$ cat config.mk
export PLATFORM = sky130hd
export DESIGN_NAME = sprite_frame_animator
export DESIGN_NICKNAME = d
export VERILOG_FILES = /design/src/sv/saf_pkg.sv /design/src/sv/saf_divider.sv /design/src/sv/saf_rect.sv /design/src/sv/sprite_frame_animator.sv
export SDC_FILE = /design/constraint.sdc
export NUM_CORES = 2
export LEC_CHECK = 0
export BUFFER_PORTS_ARGS = -buffer_cell sky130_fd_sc_hd__buf_2
export CORE_MARGIN = 3
export CORE_UTILIZATION = 25
export DETAILED_ROUTE_END_ITERATION = 16
export HOLD_SLACK_MARGIN = 0.12
export PLACE_DENSITY_LB_ADDON = 0.2
export REMOVE_ABC_BUFFERS = 1
export SLEW_MARGIN = 40
export SYNTH_ARGS = -nofsm -noshare
export SYNTH_HDL_FRONTEND = slang
export SYNTH_SLANG_ARGS = --single-unit
$ cat constraint.sdc
create_clock -name i_clk -period 11.3 [get_ports i_clk]
set_input_delay 0.565 -clock i_clk [delete_from_list [all_inputs] [get_ports i_clk]]
set_output_delay 0.565 -clock i_clk [all_outputs]
set_load 0.01 [all_outputs]
$ cat src/sv/saf_pkg.sv
// shared types and constants of the sprite frame animator
// no dependencies; imported by every module of the block
package saf_pkg;

    localparam int FRAME_BITS_DEF = 16;
    localparam int CELL_BITS_DEF  = 12;

    localparam int CFG_IDX_W  = 3;
    localparam int CFG_DATA_W = 32;

    localparam logic [CFG_IDX_W-1:0] CFG_START_FRAME   = 3'd0;
    localparam logic [CFG_IDX_W-1:0] CFG_END_FRAME     = 3'd1;
    localparam logic [CFG_IDX_W-1:0] CFG_FRAME_DELAY   = 3'd2;
    localparam logic [CFG_IDX_W-1:0] CFG_LOOP_ENABLE   = 3'd3;
    localparam logic [CFG_IDX_W-1:0] CFG_SHEET_COLUMNS = 3'd4;
    localparam logic [CFG_IDX_W-1:0] CFG_CELL_WIDTH    = 3'd5;
    localparam logic [CFG_IDX_W-1:0] CFG_CELL_HEIGHT   = 3'd6;

    localparam logic [15:0] RST_START_FRAME   = 16'd0;
    localparam logic [15:0] RST_END_FRAME     = 16'd0;
    localparam logic [31:0] RST_FRAME_DELAY   = 32'd65536;
    localparam logic        RST_LOOP_ENABLE   = 1'b1;
    localparam logic [12:0] RST_SHEET_COLUMNS = 13'd1;
    localparam logic [12:0] RST_CELL_WIDTH    = 13'd2;
    localparam logic [12:0] RST_CELL_HEIGHT   = 13'd2;

    localparam logic OP_TICK      = 1'b0;
    localparam logic OP_SET_FRAME = 1'b1;

    typedef struct packed {
        logic        operation;
        logic [31:0] elapsed;
        logic [15:0] frame_index;
    } t_in_word;

    typedef struct packed {
        logic [15:0] current_frame;
        logic [23:0] rect_left;
        logic [24:0] rect_right;
        logic [27:0] rect_top;
        logic [28:0] rect_bottom;
        logic        anim_done;
    } t_out_word;

    typedef struct packed {
        logic start;
        logic done;
    } t_div_ctrl;

    typedef enum logic [2:0] {
        S_IDLE,
        S_UPDATE,
        S_STEP,
        S_DIV_START,
        S_DIV_WAIT,
        S_MUL,
        S_EMIT
    } t_state;

endpackage

$ cat src/sv/saf_divider.sv
// iterative restoring divider, one quotient bit per cycle
// depends on saf_pkg (t_div_ctrl)
module saf_divider #(
    parameter int FRAME_BITS = saf_pkg::FRAME_BITS_DEF,
    parameter int CELL_BITS  = saf_pkg::CELL_BITS_DEF
) (
    input  logic                  i_clk,
    input  logic                  i_rst_n,
    input  saf_pkg::t_div_ctrl    i_ctrl,
    input  logic [FRAME_BITS-1:0] i_dividend,
    input  logic [CELL_BITS:0]    i_divisor,
    output saf_pkg::t_div_ctrl    o_ctrl,
    output logic [FRAME_BITS-1:0] o_quotient,
    output logic [CELL_BITS:0]    o_remainder
);
    import saf_pkg::*;

    localparam int CntW = $clog2(FRAME_BITS + 1);

    logic                  r_busy, n_busy;
    logic                  r_done, n_done;
    logic [CntW-1:0]       r_cnt, n_cnt;
    logic [FRAME_BITS-1:0] r_quo, n_quo;
    logic [CELL_BITS:0]    r_rem, n_rem;
    logic [CELL_BITS:0]    r_div, n_div;
    logic [CELL_BITS+1:0]  w_shift;
    logic [CELL_BITS+1:0]  w_diff;
    logic                  w_fits;

    // shared compare/subtract step
    assign w_shift = {r_rem, r_quo[FRAME_BITS-1]};
    assign w_diff  = w_shift - {1'b0, r_div};
    assign w_fits  = (w_shift >= {1'b0, r_div});

    always_comb begin
        n_busy = r_busy;
        n_done = 1'b0;
        n_cnt  = r_cnt;
        n_quo  = r_quo;
        n_rem  = r_rem;
        n_div  = r_div;
        if (i_ctrl.start) begin
            n_busy = 1'b1;
            n_cnt  = CntW'(FRAME_BITS);
            n_quo  = i_dividend;
            n_rem  = '0;
            n_div  = i_divisor;
        end else if (r_busy) begin
            n_rem = w_fits ? w_diff[CELL_BITS:0] : w_shift[CELL_BITS:0];
            n_quo = {r_quo[FRAME_BITS-2:0], w_fits};
            n_cnt = r_cnt - CntW'(1);
            if (r_cnt == CntW'(1)) begin
                n_busy = 1'b0;
                n_done = 1'b1;
            end
        end
    end

    always_ff @(posedge i_clk) begin
        if (!i_rst_n) begin
            r_busy <= 1'b0;
            r_done <= 1'b0;
            r_cnt  <= '0;
        end else begin
            r_busy <= n_busy;
            r_done <= n_done;
            r_cnt  <= n_cnt;
        end
        r_quo <= n_quo;
        r_rem <= n_rem;
        r_div <= n_div;
    end

    assign o_ctrl.start = 1'b0;
    assign o_ctrl.done  = r_done;
    assign o_quotient   = r_quo;
    assign o_remainder  = r_rem;

    a_rem_below_divisor: assert property (@(posedge i_clk) disable iff (!i_rst_n)
        r_done |-> (r_rem < r_div))
        else $error("divider remainder not below divisor");

    a_done_ends_busy: assert property (@(posedge i_clk) disable iff (!i_rst_n)
        r_done |-> !r_busy)
        else $error("divider done while still busy");

    a_start_when_idle: assert property (@(posedge i_clk) disable iff (!i_rst_n)
        i_ctrl.start |-> !r_busy)
        else $error("divider started while still busy");

endmodule

$ cat src/sv/saf_rect.sv
// registered column and row scaling by cell size
// depends on saf_pkg for default widths
module saf_rect #(
    parameter int FRAME_BITS = saf_pkg::FRAME_BITS_DEF,
    parameter int CELL_BITS  = saf_pkg::CELL_BITS_DEF
) (
    input  logic                            i_clk,
    input  logic                            i_load,
    input  logic [CELL_BITS:0]              i_col,
    input  logic [FRAME_BITS-1:0]           i_row,
    input  logic [CELL_BITS:0]              i_cell_w,
    input  logic [CELL_BITS:0]              i_cell_h,
    output logic [2*CELL_BITS+1:0]          o_left,
    output logic [FRAME_BITS+CELL_BITS:0]   o_top
);
    import saf_pkg::*;

    logic [2*CELL_BITS+1:0]        r_left, n_left;
    logic [FRAME_BITS+CELL_BITS:0] r_top, n_top;

    always_comb begin
        n_left = r_left;
        n_top  = r_top;
        if (i_load) begin
            n_left = i_col * i_cell_w;
            n_top  = i_row * i_cell_h;
        end
    end

    always_ff @(posedge i_clk) begin
        r_left <= n_left;
        r_top  <= n_top;
    end

    assign o_left = r_left;
    assign o_top  = r_top;

endmodule

$ cat src/sv/sprite_frame_animator.sv
// top level of the sprite frame animator: registers, sequencer, output word
// depends on saf_pkg, saf_divider and saf_rect
//
// Steps a frame counter through start_frame..end_frame of a sprite sheet and
// reports, for every input word, the frame, its source rectangle on the sheet
// and the completion flag. A tick word adds elapsed Q16.16 time to a
// saturating timer (only when end_frame > start_frame); once the timer is
// strictly above frame_delay, the delay is taken off once and the frame
// advances, wrapping to start_frame in loop mode or holding end_frame and
// setting anim_done otherwise. A set-frame word loads the frame and clears
// anim_done; the timer is kept. A word is taken in an idle cycle; after that
// o_in_stall stays high through the update, timer step (on a tick that runs
// the timer), divide, multiply and emit steps, so no new word is taken until
// the result is in the output register. The column/row split runs on a shared
// restoring divider that produces one quotient bit per cycle; a stalled output
// register stretches the final emit step. The next word can be taken while the
// previous result still waits in the output register. Configuration is written
// through i_cfg_we / i_cfg_index / i_cfg_data; the user is to write it only
// while the block is idle, and the block itself does not enforce this.
module sprite_frame_animator #(
    parameter int FRAME_BITS = saf_pkg::FRAME_BITS_DEF,
    parameter int CELL_BITS  = saf_pkg::CELL_BITS_DEF
) (
    input  logic                               i_clk,
    input  logic                               i_rst_n,
    // input words
    input  logic                               i_in_valid,
    output logic                               o_in_stall,
    input  saf_pkg::t_in_word                  i_in_data,
    // result words
    output logic                               o_out_valid,
    input  logic                               i_out_stall,
    output saf_pkg::t_out_word                 o_out_data,
    // configuration writes
    input  logic                               i_cfg_we,
    input  logic [saf_pkg::CFG_IDX_W-1:0]      i_cfg_index,
    input  logic [saf_pkg::CFG_DATA_W-1:0]     i_cfg_data
);
    import saf_pkg::*;

    localparam logic [31:0] CellMax = 32'(1) << CELL_BITS;

    // configuration registers
    logic [15:0] r_start_frame;
    logic [15:0] r_end_frame;
    logic [31:0] r_frame_delay;
    logic        r_loop_enable;
    logic [12:0] r_sheet_columns;
    logic [12:0] r_cell_width;
    logic [12:0] r_cell_height;

    // animation state
    t_state                r_state, n_state;
    logic [FRAME_BITS-1:0] r_frame, n_frame;
    logic [31:0]           r_acc, n_acc;
    logic                  r_done, n_done;

    // captured input word and output register
    t_in_word              r_item, n_item;
    t_out_word             r_out, n_out;
    logic                  r_out_valid, n_out_valid;

    logic                  w_in_take;
    logic                  w_out_free;
    logic                  w_rect_load;
    t_div_ctrl             w_div_req;
    t_div_ctrl             w_div_rsp;
    logic [FRAME_BITS-1:0] w_quotient;
    logic [CELL_BITS:0]    w_remainder;
    logic [CELL_BITS:0]    w_cols, w_cw, w_ch;
    logic [2*CELL_BITS+1:0]        w_left;
    logic [FRAME_BITS+CELL_BITS:0] w_top;
    logic [63:0]           w_left64, w_top64;
    logic [32:0]           w_sum;
    logic [32:0]           w_slack;
    logic [FRAME_BITS:0]   w_next;
    logic                  w_out_of_range;

    // zero reads as one, above 2^CELL_BITS reads as 2^CELL_BITS
    function automatic logic [CELL_BITS:0] geom_clamp(input logic [12:0] v);
        logic [31:0] v32;
        v32 = 32'(v);
        if (v32 == 32'd0) begin
            return (CELL_BITS+1)'(1);
        end else if (v32 > CellMax) begin
            return (CELL_BITS+1)'(CellMax);
        end
        return (CELL_BITS+1)'(v32);
    endfunction

    assign w_cols = geom_clamp(r_sheet_columns);
    assign w_cw   = geom_clamp(r_cell_width);
    assign w_ch   = geom_clamp(r_cell_height);

    assign w_in_take  = i_in_valid && !o_in_stall;
    assign w_out_free = !r_out_valid || !i_out_stall;

    // saturating timer add and delay compare
    assign w_sum   = {1'b0, r_acc} + {1'b0, r_item.elapsed};
    assign w_slack = {1'b0, r_frame_delay} - {1'b0, r_acc};

    // next frame, compared at full width so a carry out counts as above range
    assign w_next = {1'b0, r_frame} + (FRAME_BITS+1)'(1);
    assign w_out_of_range = w_next[FRAME_BITS]
                         || (33'(w_next) < 33'(r_start_frame))
                         || (33'(w_next) > 33'(r_end_frame));

    assign w_left64 = 64'(w_left);
    assign w_top64  = 64'(w_top);

    // sequencer
    always_comb begin
        n_state     = r_state;
        n_frame     = r_frame;
        n_acc       = r_acc;
        n_done      = r_done;
        n_item      = r_item;
        n_out       = r_out;
        n_out_valid = r_out_valid;
        w_div_req   = '0;
        w_rect_load = 1'b0;

        if (r_out_valid && !i_out_stall) begin
            n_out_valid = 1'b0;
        end

        case (r_state)
            S_IDLE: begin
                if (w_in_take) begin
                    n_item  = i_in_data;
                    n_state = S_UPDATE;
                end
            end
            S_UPDATE: begin
                if (r_item.operation == OP_SET_FRAME) begin
                    n_frame = FRAME_BITS'(r_item.frame_index);
                    n_done  = 1'b0;
                    n_state = S_DIV_START;
                end else if (r_end_frame > r_start_frame) begin
                    n_acc   = w_sum[32] ? 32'hFFFF_FFFF : w_sum[31:0];
                    n_state = S_STEP;
                end else begin
                    n_state = S_DIV_START;
                end
            end
            S_STEP: begin
                // borrow means the timer is strictly above the delay
                if (w_slack[32]) begin
                    n_acc = r_acc - r_frame_delay;
                    if (!w_out_of_range) begin
                        n_frame = w_next[FRAME_BITS-1:0];
                    end else if (r_loop_enable) begin
                        n_frame = FRAME_BITS'(r_start_frame);
                    end else begin
                        n_frame = FRAME_BITS'(r_end_frame);
                        n_done  = 1'b1;
                    end
                end
                n_state = S_DIV_START;
            end
            S_DIV_START: begin
                w_div_req.start = 1'b1;
                n_state         = S_DIV_WAIT;
            end
            S_DIV_WAIT: begin
                if (w_div_rsp.done) begin
                    n_state = S_MUL;
                end
            end
            S_MUL: begin
                w_rect_load = 1'b1;
                n_state     = S_EMIT;
            end
            S_EMIT: begin
                if (w_out_free) begin
                    n_out.current_frame = 16'(r_frame);
                    n_out.rect_left     = w_left64[23:0];
                    n_out.rect_right    = 25'(w_left64 + 64'(w_cw));
                    n_out.rect_top      = w_top64[27:0];
                    n_out.rect_bottom   = 29'(w_top64 + 64'(w_ch));
                    n_out.anim_done     = r_done;
                    n_out_valid         = 1'b1;
                    n_state             = S_IDLE;
                end
            end
            default: begin
                n_state = S_IDLE;
            end
        endcase
    end

    always_ff @(posedge i_clk) begin
        if (!i_rst_n) begin
            r_state     <= S_IDLE;
            r_frame     <= '0;
            r_acc       <= '0;
            r_done      <= 1'b0;
            r_out_valid <= 1'b0;
        end else begin
            r_state     <= n_state;
            r_frame     <= n_frame;
            r_acc       <= n_acc;
            r_done      <= n_done;
            r_out_valid <= n_out_valid;
        end
        r_item <= n_item;
        r_out  <= n_out;
    end

    // configuration writes
    always_ff @(posedge i_clk) begin
        if (!i_rst_n) begin
            r_start_frame   <= RST_START_FRAME;
            r_end_frame     <= RST_END_FRAME;
            r_frame_delay   <= RST_FRAME_DELAY;
            r_loop_enable   <= RST_LOOP_ENABLE;
            r_sheet_columns <= RST_SHEET_COLUMNS;
            r_cell_width    <= RST_CELL_WIDTH;
            r_cell_height   <= RST_CELL_HEIGHT;
        end else if (i_cfg_we) begin
            case (i_cfg_index)
                CFG_START_FRAME:   r_start_frame   <= i_cfg_data[15:0];
                CFG_END_FRAME:     r_end_frame     <= i_cfg_data[15:0];
                CFG_FRAME_DELAY:   r_frame_delay   <= i_cfg_data[31:0];
                CFG_LOOP_ENABLE:   r_loop_enable   <= i_cfg_data[0];
                CFG_SHEET_COLUMNS: r_sheet_columns <= i_cfg_data[12:0];
                CFG_CELL_WIDTH:    r_cell_width    <= i_cfg_data[12:0];
                CFG_CELL_HEIGHT:   r_cell_height   <= i_cfg_data[12:0];
                default: begin
                end
            endcase
        end
    end

    // frame div / mod columns
    saf_divider #(
        .FRAME_BITS (FRAME_BITS),
        .CELL_BITS  (CELL_BITS)
    ) u_divider (
        .i_clk       (i_clk),
        .i_rst_n     (i_rst_n),
        .i_ctrl      (w_div_req),
        .i_dividend  (r_frame),
        .i_divisor   (w_cols),
        .o_ctrl      (w_div_rsp),
        .o_quotient  (w_quotient),
        .o_remainder (w_remainder)
    );

    // scale column and row to pixels
    saf_rect #(
        .FRAME_BITS (FRAME_BITS),
        .CELL_BITS  (CELL_BITS)
    ) u_rect (
        .i_clk    (i_clk),
        .i_load   (w_rect_load),
        .i_col    (w_remainder),
        .i_row    (w_quotient),
        .i_cell_w (w_cw),
        .i_cell_h (w_ch),
        .o_left   (w_left),
        .o_top    (w_top)
    );

    assign o_in_stall  = (r_state != S_IDLE);
    assign o_out_valid = r_out_valid;
    assign o_out_data  = r_out;

    a_take_starts_update: assert property (@(posedge i_clk) disable iff (!i_rst_n)
        w_in_take |=> (r_state == S_UPDATE))
        else $error("accepted word did not start an update");

    a_emit_fills_output: assert property (@(posedge i_clk) disable iff (!i_rst_n)
        (r_state == S_EMIT && w_out_free) |=> (r_out_valid && r_state == S_IDLE))
        else $error("result not placed in the output register");

    a_done_only_on_clamp: assert property (@(posedge i_clk) disable iff (!i_rst_n)
        $rose(r_done) |-> ($past(r_state) == S_STEP && !$past(r_loop_enable)))
        else $error("completion flag set outside a clamped frame step");

    a_frame_moves_in_update: assert property (@(posedge i_clk) disable iff (!i_rst_n)
        (r_state == S_IDLE || r_state == S_DIV_WAIT || r_state == S_EMIT) |=> $stable(r_frame))
        else $error("frame changed outside the update steps");

endmodule
==> impl_results.md <==
- Iteration-0 DRC Markers: 1,084
- Final wirelength: 98.3 mm
- Vias after detailed routing: 25,755
- Crit-path cells: buf_4, nor2b_1, buf_4, and2_1, fa_1, fa_1, fa_1, fa_1, inv_1, fa_1, inv_1, ha_1, a21oi_1, nor2b_1, o21ai_0, nand2b_1, a221oi_1, o21ai_1, o41a_1, and4_1, a2111o_1, a21oi_1, xnor2_1
- Cell taking the most area after synthesis: edfxtp_1
- Top achievable clock speed: 147 MHz
- RSZ-0062 raised after global routing: false
- Overflow after GRT: 0
- Top_reg_cell synth: edfxtp_1
- Maxcap violations: 0
- CTS tree: built
- Hold endpoint: r_frame_delay[31]
- Crit path time final: 6.81 ns
- Slew headroom: 0.450
- CP delay by family, top: adder cells
- Leakage: 17.8 nW
- Longest Clk Path Bufs: 3
- Critical path class: reg2reg
- Yosys warns: 0
- Pwr dens: 155 nW/um^2
- Post-CTS Setup Bufs: 0
- CP startpoint kind: flop
- Post-synth top area share: 0.219
- Top Usage Layer GRT: met2
- Area growth, synth to finish: 16.7%
- Dpl hpwl: 75.1 mm
- Post-DRT Antenna Nets: 0
- Hold depth: 3
- Cts-stage hold buffer count: 62
- Final Max Slew Viols: 0
- Data required, critical path: 11.68 ns
- Most frequent CP cell: fa_1
- Worst path arrival time: 7.20 ns
- DRC: 0
- Area of the core: 138,000 um^2
- First-pass GRT wire length: 156 mm
- Post-synthesis async set-or-reset flop share: 0
- Vias per inst: 4.39
- CTS buffer count: 57
- Die area: 144,000 um^2
- # H-tree levels: 2
- Synth cell types: 79
- Worst hold slack: 0.189 ns
- Top-count cell post-synth: nand2_1
- Syn Area/Cell: 9.41 um^2
- Hold path startpoint: i_cfg_data[31]
- Row cnt: 136
- Reg2reg end: u_rect.o_top[27]
- Max IR drop VDD: 0.000115 V
- GRT Util Overall: 0.136
- Final #Nets: 4,650
- Max FO, Critical Path: 23
- Grt met2 use: 0.230
- EDFF count, synth: 255
- Period utilization: 0.603
- Starting density of the core: 0.253
- Critical R2R Launch: r_cell_height[12]
- Final setup vio count: 0
- GR Util met3: 0.0174
- Largest net degree at the start of global routing: 79
- Seq/Total Area, Yosys: 0.320
- Synthesized flop and latch total: 432
- Grt met1 use: 0.185
- Clock latency at the later pin of the worst-skew pair: 0.67 ns
- Synth top area cells: edfxtp_1, fa_1, ha_1
- Commonest cells post-synth: nand2_1, inv_1, ha_1
- Crit path largest cell delay: 0.55 ns
- Drt wl/cell: 16.8 um
- Root Buffer Master: clkbuf_16
- Post-CTS Resized: 0
- Worst hold path type: in2reg
- Worst clock skew: 0.0470 ns
- Setup TNS: 0 ns
- Final hold violation count: 0
- Critical path's slowest cell: fa_1
- Status: completed
- Port buffer count: 213
- Io pins: 214
- Pre-Repair DR Iteration Count: 6
- Gp weighted congestion: 0.817
- Vias in the first global route: 26,723
- Cells after synthesis: 3,717
- Initial antenna violation count: 13
- Clock slew at reported path FFs: 0.06 ns
- R2r setup slk: 4.49 ns
- Num Clock Sinks: 432
- Die Ht: 380 um
- Post-Syn Area: 35,000 um^2
- Worst-Margin Slew: 0.816 ns
- CP Capture Type: flop
- Layout cells sized above 1: 0.0994
- R2R cell count: 23
- Die Width: 380 um
- Worst Path Buf+Inv: 4
[sequential cells by signal, indices dropped and copies added (netlist names), 13 cells and up]
| name | flops |
|---|---|
| u_divider.o_remainder | 13 |
| u_rect.o_top | 29 |
| r_start_frame | 16 |
| r_frame_delay | 32 |
| r_item | 49 |
| u_divider.r_div | 13 |
| r_cell_height | 13 |
| r_end_frame | 16 |
| u_divider.o_quotient | 16 |
| r_cell_width | 13 |
| o_out_data | 123 |
| u_rect.o_left | 25 |
| r_frame | 16 |
| r_acc | 32 |
| r_sheet_columns | 13 |
[stage by stage]
stage	power (mW)	area (um^2)	std cells	worst slack, ns	utilization
floorplan	3.76	34400	3576	4.14	-
global placement	4.52	38200	5692	4.22	0.276
detailed placement	4.53	38300	5695	4.43	0.277
CTS	6.44	40800	5865	4.41	0.295
global route	6.81	40800	5868	4.06	0.295
finish	6.32	40800	5869	4.49	0.295
[worst register-to-register path: stages (launching register included)]
cell	delay, ns
dfxtp_1	0.50
buf_4	0.35
nor2b_1	0.09
buf_4	0.21
and2_1	0.20
fa_1	0.55
fa_1	0.44
fa_1	0.52
fa_1	0.54
inv_1	0.05
fa_1	0.52
inv_1	0.04
ha_1	0.35
a21oi_1	0.15
nor2b_1	0.06
o21ai_0	0.14
nand2b_1	0.10
a221oi_1	0.37
o21ai_1	0.15
o41a_1	0.38
and4_1	0.22
a2111o_1	0.38
a21oi_1	0.18
xnor2_1	0.08
[power by group]
part	total (mW)	internal [mW]	switching, mW
sequential	2.09	1.83	0.260
combinational	2.41	0.996	1.41
clock	1.82	1.06	0.766
[how the worst max path moves through the flow]
stage	startpoint	to	cells past startpoint
CTS	r_cell_height[12]	u_rect.o_top[27]	23
global route	r_cell_height[12]	u_rect.o_top[27]	23
global placement	r_cell_height[12]	u_rect.o_top[27]	22
detailed placement	r_cell_height[12]	u_rect.o_top[27]	23
floorplan	r_state[1]	o_out_data[0]	2
finish	r_cell_height[12]	u_rect.o_top[27]	23
[cells by family (layout without fill, tap and decap cells)]
kind of cell / after synthesis / in the layout / synth area share
buffers and inverters: 654 / 942 / 0.0705
other: 0 / 1 / 0
muxes: 13 / 13 / 0.00372
AOI/OAI and AO/OA: 637 / 637 / 0.123
and+or+nand+nor: 1203 / 1203 / 0.163
xor gates and xnor gates: 173 / 173 / 0.0433
DFF: 432 / 432 / 0.320
adders and majority gates: 605 / 605 / 0.276
[cell usage in the layout, fill, tap and decap left out, types with 115 or more instances in the layout]
| cell | netlist | final |
|---|---|---|
| dfxtp_1 | 177 | 177 |
| o21ai_0 | 117 | 115 |
| a21boi_0 | 116 | 116 |
| and2_1 | 232 | 232 |
| buf_2 | 1 | 213 |
| nand2_1 | 568 | 565 |
| fa_1 | 279 | 279 |
| edfxtp_1 | 255 | 255 |
| inv_1 | 512 | 512 |
| a21oi_1 | 127 | 126 |
| ha_1 | 326 | 326 |
[area by class of cell]
type | count | area [um^2]
inverter | 513 | 1930
sequential | 432 | 11200
timing repair buffer | 321 | 2080
tap | 1863 | 2330
clock buffer | 79 | 1630
fill | 14756 | 97400
antenna | 1 | 2.50
clock inverter | 29 | 239
multi-input combinational | 2631 | 21400
[layer usage]
layer / vias up / wire (um)
met5: - / 14
met4: 2 / 1720
met3: 103 / 3400
met2: 380 / 46300
met1: 12475 / 46900
li1: 12795 / -
Note: power is estimated with default switching activity, not from simulation.
